==> src/rtl/wse_pkg.sv <==
// Shared types and constants for the WS2812 SPI pattern encoder.
// No dependencies.
`timescale 1ns / 1ps

package wse_pkg;

  localparam logic [4:0] SYM_MIN      = 5'd4;
  localparam logic [4:0] SYM_MAX      = 5'd16;
  localparam logic [5:0] TRL_MAX      = 6'd32;
  localparam logic [4:0] SYM_RESET    = 5'd11;
  localparam logic [4:0] HI1_RESET    = 5'd8;
  localparam logic [4:0] HI0_RESET    = 5'd3;
  localparam logic [5:0] TRL_RESET    = 6'd16;

  localparam logic [1:0] REG_SYM_LEN  = 2'd0;
  localparam logic [1:0] REG_ONE_HIGH = 2'd1;
  localparam logic [1:0] REG_ZERO_HI  = 2'd2;
  localparam logic [1:0] REG_TRAILER  = 2'd3;

  typedef struct packed {
    logic [7:0] color;
    logic       last;
  } item_t;

  typedef struct packed {
    logic [4:0] sym;
    logic [4:0] hi1;
    logic [4:0] hi0;
    logic [5:0] trl;
  } cfg_t;

  typedef struct packed {
    logic busy;
  } bk_stat_t;

  typedef enum logic [1:0] {
    BK_IDLE,
    BK_BITS,
    BK_TRAIL
  } bk_state_t;

  typedef struct packed {
    logic [1:0] seg;
    logic [4:0] off;
  } sym_pos_t;

  // Splits a bit offset that may run up to two symbols past the current one.
  function automatic sym_pos_t split_pos(input logic [4:0] j, input logic [4:0] sym);
    sym_pos_t   p;
    logic [5:0] sym2;
    sym2 = {sym, 1'b0};
    if (j < sym) begin
      p.seg = 2'd0;
      p.off = j;
    end else if ({1'b0, j} < sym2) begin
      p.seg = 2'd1;
      p.off = 5'(j - sym);
    end else begin
      p.seg = 2'd2;
      p.off = 5'({1'b0, j} - sym2);
    end
    return p;
  endfunction

endpackage

==> src/rtl/ws2812_spi_pattern_encoder_core.sv <==
// Top level of the WS2812 SPI pattern encoder: config registers, front queue
// and back-end packer. Depends on wse_pkg, wse_front and wse_back.
//
//   channel | signals                                  | direction
//   input   | in_valid, in_ready, color_byte, frame_last | into block
//   output  | out_valid, out_ready, spi_byte, run_last   | out of block
//   config  | cfg_we, cfg_index, cfg_data                | into block
//
// The back end packs up to eight SPI bits a cycle while the output is free;
// an item gives symbol_length output bytes, as eight symbols always fill
// whole bytes. Queued items follow with no gap; an idle back end loads the
// item and packs from the cycle after; a frame end adds trailer_bytes bytes.
// Input is queued two deep, so input and output stall independently. Reset
// is synchronous; it empties queue and partial byte, loads register defaults.
`timescale 1ns / 1ps

module ws2812_spi_pattern_encoder_core (
  input  logic       clk,
  input  logic       rst,
  input  logic       in_valid,
  output logic       in_ready,
  input  logic [7:0] color_byte,
  input  logic       frame_last,
  output logic       out_valid,
  input  logic       out_ready,
  output logic [7:0] spi_byte,
  output logic       run_last,
  input  logic       cfg_we,
  input  logic [1:0] cfg_index,
  input  logic [5:0] cfg_data
);

  logic [4:0] symbol_length;
  logic [4:0] one_high_length;
  logic [4:0] zero_high_length;
  logic [5:0] trailer_bytes;

  wse_pkg::cfg_t     cfg;
  wse_pkg::item_t    q_item;
  wse_pkg::bk_stat_t bk_stat;
  logic              q_valid;
  logic              q_ready;

  always_ff @(posedge clk) begin
    if (rst) begin
      symbol_length    <= wse_pkg::SYM_RESET;
      one_high_length  <= wse_pkg::HI1_RESET;
      zero_high_length <= wse_pkg::HI0_RESET;
      trailer_bytes    <= wse_pkg::TRL_RESET;
    end else if (cfg_we) begin
      unique case (cfg_index)
        wse_pkg::REG_SYM_LEN:  symbol_length    <= cfg_data[4:0];
        wse_pkg::REG_ONE_HIGH: one_high_length  <= cfg_data[4:0];
        wse_pkg::REG_ZERO_HI:  zero_high_length <= cfg_data[4:0];
        wse_pkg::REG_TRAILER:  trailer_bytes    <= cfg_data;
        default: ;
      endcase
    end
  end

  // saturate register values to their usable ranges
  always_comb begin
    if (symbol_length < wse_pkg::SYM_MIN) cfg.sym = wse_pkg::SYM_MIN;
    else if (symbol_length > wse_pkg::SYM_MAX) cfg.sym = wse_pkg::SYM_MAX;
    else cfg.sym = symbol_length;
    cfg.hi1 = (one_high_length > cfg.sym) ? cfg.sym : one_high_length;
    cfg.hi0 = (zero_high_length > cfg.sym) ? cfg.sym : zero_high_length;
    if (trailer_bytes == 6'd0) cfg.trl = 6'd1;
    else if (trailer_bytes > wse_pkg::TRL_MAX) cfg.trl = wse_pkg::TRL_MAX;
    else cfg.trl = trailer_bytes;
  end

  wse_front u_front (
    .clk        (clk),
    .rst        (rst),
    .in_valid   (in_valid),
    .in_ready   (in_ready),
    .color_byte (color_byte),
    .frame_last (frame_last),
    .q_valid    (q_valid),
    .q_ready    (q_ready),
    .q_item     (q_item)
  );

  wse_back u_back (
    .clk       (clk),
    .rst       (rst),
    .cfg       (cfg),
    .q_valid   (q_valid),
    .q_ready   (q_ready),
    .q_item    (q_item),
    .out_valid (out_valid),
    .out_ready (out_ready),
    .spi_byte  (spi_byte),
    .run_last  (run_last),
    .stat      (bk_stat)
  );

`ifndef SYNTHESIS
  a_pop_needs_item: assert property (@(posedge clk) disable iff (rst)
    q_ready |-> q_valid) else $error("queue popped while empty");

  a_accept_queues: assert property (@(posedge clk) disable iff (rst)
    (in_valid && in_ready) |=> q_valid) else $error("accepted item missing from queue");

  a_idle_loads: assert property (@(posedge clk) disable iff (rst)
    (!bk_stat.busy && q_valid) |-> q_ready) else $error("idle back end left item queued");
`endif

endmodule

==> src/rtl/wse_front.sv <==
// Front end: accepts items and holds them in a two-entry queue.
// Depends on wse_pkg.
`timescale 1ns / 1ps

module wse_front (
  input  logic          clk,
  input  logic          rst,
  input  logic          in_valid,
  output logic          in_ready,
  input  logic [7:0]    color_byte,
  input  logic          frame_last,
  output logic          q_valid,
  input  logic          q_ready,
  output wse_pkg::item_t q_item
);

  wse_pkg::item_t slots [2];
  logic           wr_ptr;
  logic           rd_ptr;
  logic [1:0]     count;
  logic           push;
  logic           pop;

  assign in_ready = (count != 2'd2);
  assign q_valid  = (count != 2'd0);
  assign q_item   = slots[rd_ptr];
  assign push     = in_valid && in_ready;
  assign pop      = q_valid && q_ready;

  always_ff @(posedge clk) begin
    if (rst) begin
      wr_ptr <= 1'b0;
      rd_ptr <= 1'b0;
      count  <= 2'd0;
    end else begin
      if (push) wr_ptr <= ~wr_ptr;
      if (pop) rd_ptr <= ~rd_ptr;
      count <= 2'(count + {1'b0, push} - {1'b0, pop});
    end
  end

  always_ff @(posedge clk) begin
    if (push) begin
      slots[wr_ptr].color <= color_byte;
      slots[wr_ptr].last  <= frame_last;
    end
  end

endmodule

==> src/rtl/wse_back.sv <==
// Back end: expands queued bytes into SPI symbols, packs up to eight bits a
// cycle unless stalled and appends the frame trailer. Depends on wse_pkg.
`timescale 1ns / 1ps

module wse_back (
  input  logic              clk,
  input  logic              rst,
  input  wse_pkg::cfg_t     cfg,
  input  logic              q_valid,
  output logic              q_ready,
  input  wse_pkg::item_t    q_item,
  output logic              out_valid,
  input  logic              out_ready,
  output logic [7:0]        spi_byte,
  output logic              run_last,
  output wse_pkg::bk_stat_t stat
);

  wse_pkg::bk_state_t state, state_next;
  logic [7:0] color, color_next;
  logic       last, last_next;
  logic [2:0] b, b_next;
  logic [4:0] i, i_next;
  logic [7:0] rem, rem_next;
  logic [2:0] pos, pos_next;
  logic [7:0] acc, acc_next;
  logic [5:0] tc, tc_next;
  logic       ov, ov_next;
  logic [7:0] obyte, obyte_next;
  logic       olast, olast_next;

  logic             out_free;
  logic [3:0]       take;
  logic [3:0]       n;
  logic             full;
  logic [7:0]       packed_acc;
  logic [7:0]       rem_after;
  wse_pkg::sym_pos_t kp;
  wse_pkg::sym_pos_t np;
  logic [3:0]       d;
  logic [4:0]       high;
  logic             finish;

  assign out_free  = !ov || out_ready;
  assign out_valid = ov;
  assign spi_byte  = obyte;
  assign run_last  = olast;
  assign stat.busy = (state != wse_pkg::BK_IDLE);

  assign take      = 4'({1'b0, pos} + 4'd1);
  assign full      = (rem >= {4'd0, take});
  assign n         = full ? take : rem[3:0];
  assign rem_after = 8'(rem - {4'd0, n});
  assign np        = wse_pkg::split_pos(5'(i + {1'b0, n}), cfg.sym);

  always_comb begin
    packed_acc = acc;
    for (int k = 0; k < 8; k++) begin
      kp   = wse_pkg::split_pos(5'(i + 5'(k)), cfg.sym);
      d    = 4'({1'b0, b} + {2'd0, kp.seg});
      high = color[3'd7 - d[2:0]] ? cfg.hi1 : cfg.hi0;
      if (4'(k) < n) packed_acc[3'(pos - 3'(k))] = (kp.off < high);
    end
  end

  always_ff @(posedge clk) begin
    if (rst) begin
      state <= wse_pkg::BK_IDLE;
      ov    <= 1'b0;
      pos   <= 3'd7;
      acc   <= 8'd0;
    end else begin
      state <= state_next;
      ov    <= ov_next;
      pos   <= pos_next;
      acc   <= acc_next;
    end
  end

  always_ff @(posedge clk) begin
    color <= color_next;
    last  <= last_next;
    b     <= b_next;
    i     <= i_next;
    rem   <= rem_next;
    tc    <= tc_next;
    obyte <= obyte_next;
    olast <= olast_next;
  end

  always_comb begin
    state_next = state;
    color_next = color;
    last_next  = last;
    b_next     = b;
    i_next     = i;
    rem_next   = rem;
    pos_next   = pos;
    acc_next   = acc;
    tc_next    = tc;
    ov_next    = ov && !out_ready;
    obyte_next = obyte;
    olast_next = olast;
    q_ready    = 1'b0;
    finish     = 1'b0;

    unique case (state)
      wse_pkg::BK_IDLE: begin
        finish = 1'b1;
      end
      wse_pkg::BK_BITS: begin
        if (out_free) begin
          rem_next = rem_after;
          b_next   = 3'({1'b0, b} + {2'd0, np.seg});
          i_next   = np.off;
          if (full) begin
            ov_next    = 1'b1;
            obyte_next = packed_acc;
            olast_next = !last && (rem_after < 8'd8);
            acc_next   = 8'd0;
            pos_next   = 3'd7;
          end else begin
            acc_next = packed_acc;
            pos_next = 3'(pos - n[2:0]);
          end
          if (rem_after == 8'd0) begin
            if (last) begin
              state_next = wse_pkg::BK_TRAIL;
              tc_next    = cfg.trl;
            end else begin
              finish = 1'b1;
            end
          end
        end
      end
      wse_pkg::BK_TRAIL: begin
        if (out_free) begin
          ov_next    = 1'b1;
          obyte_next = acc;
          olast_next = (tc == 6'd1);
          acc_next   = 8'd0;
          pos_next   = 3'd7;
          tc_next    = 6'(tc - 6'd1);
          if (tc == 6'd1) finish = 1'b1;
        end
      end
      default: begin
        state_next = wse_pkg::BK_IDLE;
      end
    endcase

    if (finish) begin
      if (q_valid) begin
        q_ready    = 1'b1;
        state_next = wse_pkg::BK_BITS;
        color_next = q_item.color;
        last_next  = q_item.last;
        b_next     = 3'd0;
        i_next     = 5'd0;
        rem_next   = {cfg.sym, 3'b000};
      end else begin
        state_next = wse_pkg::BK_IDLE;
      end
    end
  end

endmodule
==> config.mk <==
export PLATFORM = sky130hd
export DESIGN_NAME = ws2812_spi_pattern_encoder_core
export DESIGN_NICKNAME = d
export VERILOG_FILES = /design/src/rtl/wse_pkg.sv /design/src/rtl/ws2812_spi_pattern_encoder_core.sv /design/src/rtl/wse_front.sv /design/src/rtl/wse_back.sv
export SDC_FILE = /design/constraint.sdc
export NUM_CORES = 1
export LEC_CHECK = 0
export ABC_AREA = 1
export BUFFER_PORTS_ARGS = -buffer_cell sky130_fd_sc_hd__buf_2
export CORE_UTILIZATION = 56
export CTS_CLUSTER_DIAMETER = 150
export DETAILED_ROUTE_END_ITERATION = 16
export HOLD_SLACK_MARGIN = 0.06
export PLACE_DENSITY = 0.8
export SETUP_SLACK_MARGIN = 0.02
export SLEW_MARGIN = 10
export SYNTH_ARGS = -nofsm -noshare
export SYNTH_HDL_FRONTEND = slang
export SYNTH_SLANG_ARGS = --single-unit
==> constraint.sdc <==
create_clock -name clk -period 6.55 [get_ports clk]
set_input_delay 0 -clock clk [delete_from_list [all_inputs] [get_ports clk]]
set_output_delay 0 -clock clk [all_outputs]
set_load 0.02 [all_outputs]
==> impl_metrics.toml <==
[critical_path]
critical_path_class = "register to register"
rrSetupSlack_ps = 540
cp_top_family = "adder cells"
worst-path-max-fanout = 8
arrival_ps = 6300
startpoint_type = "register"
cp_slowest_cell = "fa_1"
cp-end-kind = "register"
cpMostUsedCell = "nand2_1"
max_stage_delay_ps = 530
crit_required_ps = 6840
crit_buf_inv = 4

[cells_and_area]
antenna_cells = 0
layout.nets = 1977
syn_to_final_growth_pct = 9.731
multi_input_area_um2 = 8399
nFillCells = 1773
seq_area_um2 = 2362
drive_gt1_share_pct = 6.726

[yosys]
synth-async-reset-ratio_pct = 0
ys_warn_count = 0
ys_types = 52
synth-seq-cells = 97
synthCells = 1708
syn_area_um2 = 11710
synth-seq-area-share_pct = 20.17
syn_nets = 1906
avgSynthCellArea_um2 = 6.858
yosys_most_used_dff = "dfxtp_1"
synth-edff-count = 42

[timing]
rsz0062_at_grt = "false"
finalClockSkew_ps = 7.089
max_slew_margin_pct = 29.41
period_share_pct = 91.74
min_period_ps = 6009
max_freq_mhz = 166.4
hold_viol_final = 0
tightest_slew_ps = 1059
maxSlewViolCount = 0
fin_tns_setup_ps = 0
setup_viol = 0

[placed_design]
routabilityCongestion = 0.9988
io_buffers = 32
hpwl_um = 26420

[floorplanning]
core_um2 = 20360
die_h_um = 146.6
start_util_pct = 57.52
dieArea_um2 = 21500
die_x_um = 146.6
io_pins = 33
rows = 52

[run]
drv_cap = 0

[detailed_routing]
dr_total_vias = 12130
drt-initial-drc-count = 1133
ant_nets = 0
wl_um = 34980
first_pass_iters = 6
vias_per_cell = 5.904
drcViolationCount = 0
wire_per_inst_um = 17.03

[outcome]
run_status = "finished, final reports clean"

[global_route]
grt_pass1_vias = 11300
track_usage_pct = 32.70
grt_pass1_wl_um = 56380
grt_antenna_before_repair = 0
grt-ovfl-total = 0
grt_start_max_net_pins = 31

[clocking]
htree_levels = 3
clk_pin_slew_worst_paths_ps = 80
cts_max_path_buffers = 2
tritoncts = "yes"
clk_latency_ps = 350
cts_num_sinks = 97
cts_buffers = 9
root_buffer = "clkbuf_16"

[hold_path]
hold_path_class = "input pin to register"
[area by class of cell]
cell class                 count  share of cell area [%]
inverter                     220                   6.454
clock buffer                  10                   1.781
sequential                    97                   18.38
tap                          270                   2.628
timing repair buffer          89                   4.945
multi-input combinational   1362                   65.35
clock inverter                 6                  0.4672
[placed cells by master, fill, tap and decap left out, drive strengths merged, types with 2 or more instances in the layout]
master	n
o21ai	102
ha	150
xnor2	33
a221oi	7
a22o	8
or2	3
inv	219
mux2i	32
nor3	26
a21boi	10
dfxtp	55
fa	26
a21oi	135
xor2	38
buf	70
and2	2
o22ai	16
nand2	418
a211oi	11
a31oi	13
nor2	193
o2111ai	3
o21bai	3
o211ai	15
clkbuf	10
dlygate4sd3	19
edfxtp	42
nand3	89
nand3b	5
o221ai	8
nand4	12
clkinv	6
[worst min-delay path, cell delays in order]
cell	delay [ps]
buf_2	110
nor3_1	120
nand2_1	80
nand3_1	60
[Yosys cell counts (7+ instances only)]
cell      number  share of area, %
a21oi_1      134               5.7
nor2_1       190               6.1
o21ai_0       87               3.7
a211oi_1      11              0.70
nand4_1       10              0.53
inv_1        211               6.8
a221oi_1       7              0.52
a31oi_1       13              0.69
clkbuf_1      15              0.48
xnor2_1       33               2.5
nand3_1       88               3.8
ha_1         150                16
edfxtp_1      42                11
dfxtp_1       55               9.4
buf_2         10              0.43
a22o_1         8              0.60
o221ai_1       8              0.60
fa_1          26               4.4
mux2i_1       32               2.7
xor2_1        37               2.8
o21ai_1        9              0.38
o211ai_1      15              0.96
o22ai_1       14              0.75
nand2_1      413                13
nor3_1        25               1.1
[sequential cells by signal, indices dropped and copies added (netlist names), 5 cells and up]
signal            count
u_front.slots        18
u_back.acc            8
u_back.color          8
u_back.rem            8
u_back.spi_byte       8
trailer_bytes         6
u_back.tc             6
one_high_length       5
symbol_length         5
u_back.i              5
zero_high_length      5
[what timing repair did]
action / CTS / global route
resized for setup: 0 / 3
endpoints found under the hold margin: 51 / 0
hold buffers: 19 / 0
endpoints found under the setup margin: 0 / 15
setup buffers: 0 / 8
[path summary, 6_finish.rpt]
check	from	to	cells past startpoint
max reg2reg	u_back.i[2]	u_back.acc[7]	31
min reg2reg	trailer_bytes[2]	trailer_bytes[2]	2
min	cfg_index[0]	zero_high_length[1]	4
max	u_back.i[2]	u_back.acc[7]	31
[kinds of logic (layout without fill, tap and decap cells)]
group	after synthesis	count (layout)	synth area share, %
flip-flops	97	97	20.17
adder cells (fa/ha/maj)	176	176	20.47
buffers and inverters	249	325	8.246
multiplexers	32	32	2.734
XOR/XNOR	71	71	5.373
AND/OR/NAND/NOR	749	749	26.30
AO/OA/AOI/OAI	334	334	16.72
[metrics by stage]
stage / worst slack (ps) / utilization [%] / cells / instance area, um2 / hold slack [ps]
2_1_floorplan: 459.9 / - / 1708 / 11710 / 69.07
3_3_place_gp: 656.8 / 60.40 / 2011 / 12300 / 186.7
3_5_place_dp: 564.0 / 60.40 / 2011 / 12300 / 193.1
4_1_cts: 537.3 / 62.76 / 2046 / 12780 / 60.39
5_1_grt: 33.19 / 63.12 / 2054 / 12850 / 115.3
6_report: 540.9 / 63.12 / 2054 / 12850 / 70.24
[metal layers]
metal / wire length, um / track usage [%] / vias to the layer above
met4: 1240 / 12.50 / 0
met2: 15820 / 53.29 / 560
met1: 15050 / 43.58 / 5607
met3: 2873 / 4.781 / 90
met5: 0 / 0 / -
li1: - / - / 5869
Power is left out: the tool's default activity adds up to more than one toggle a clock period on the data nets, which glitch-free logic cannot reach.
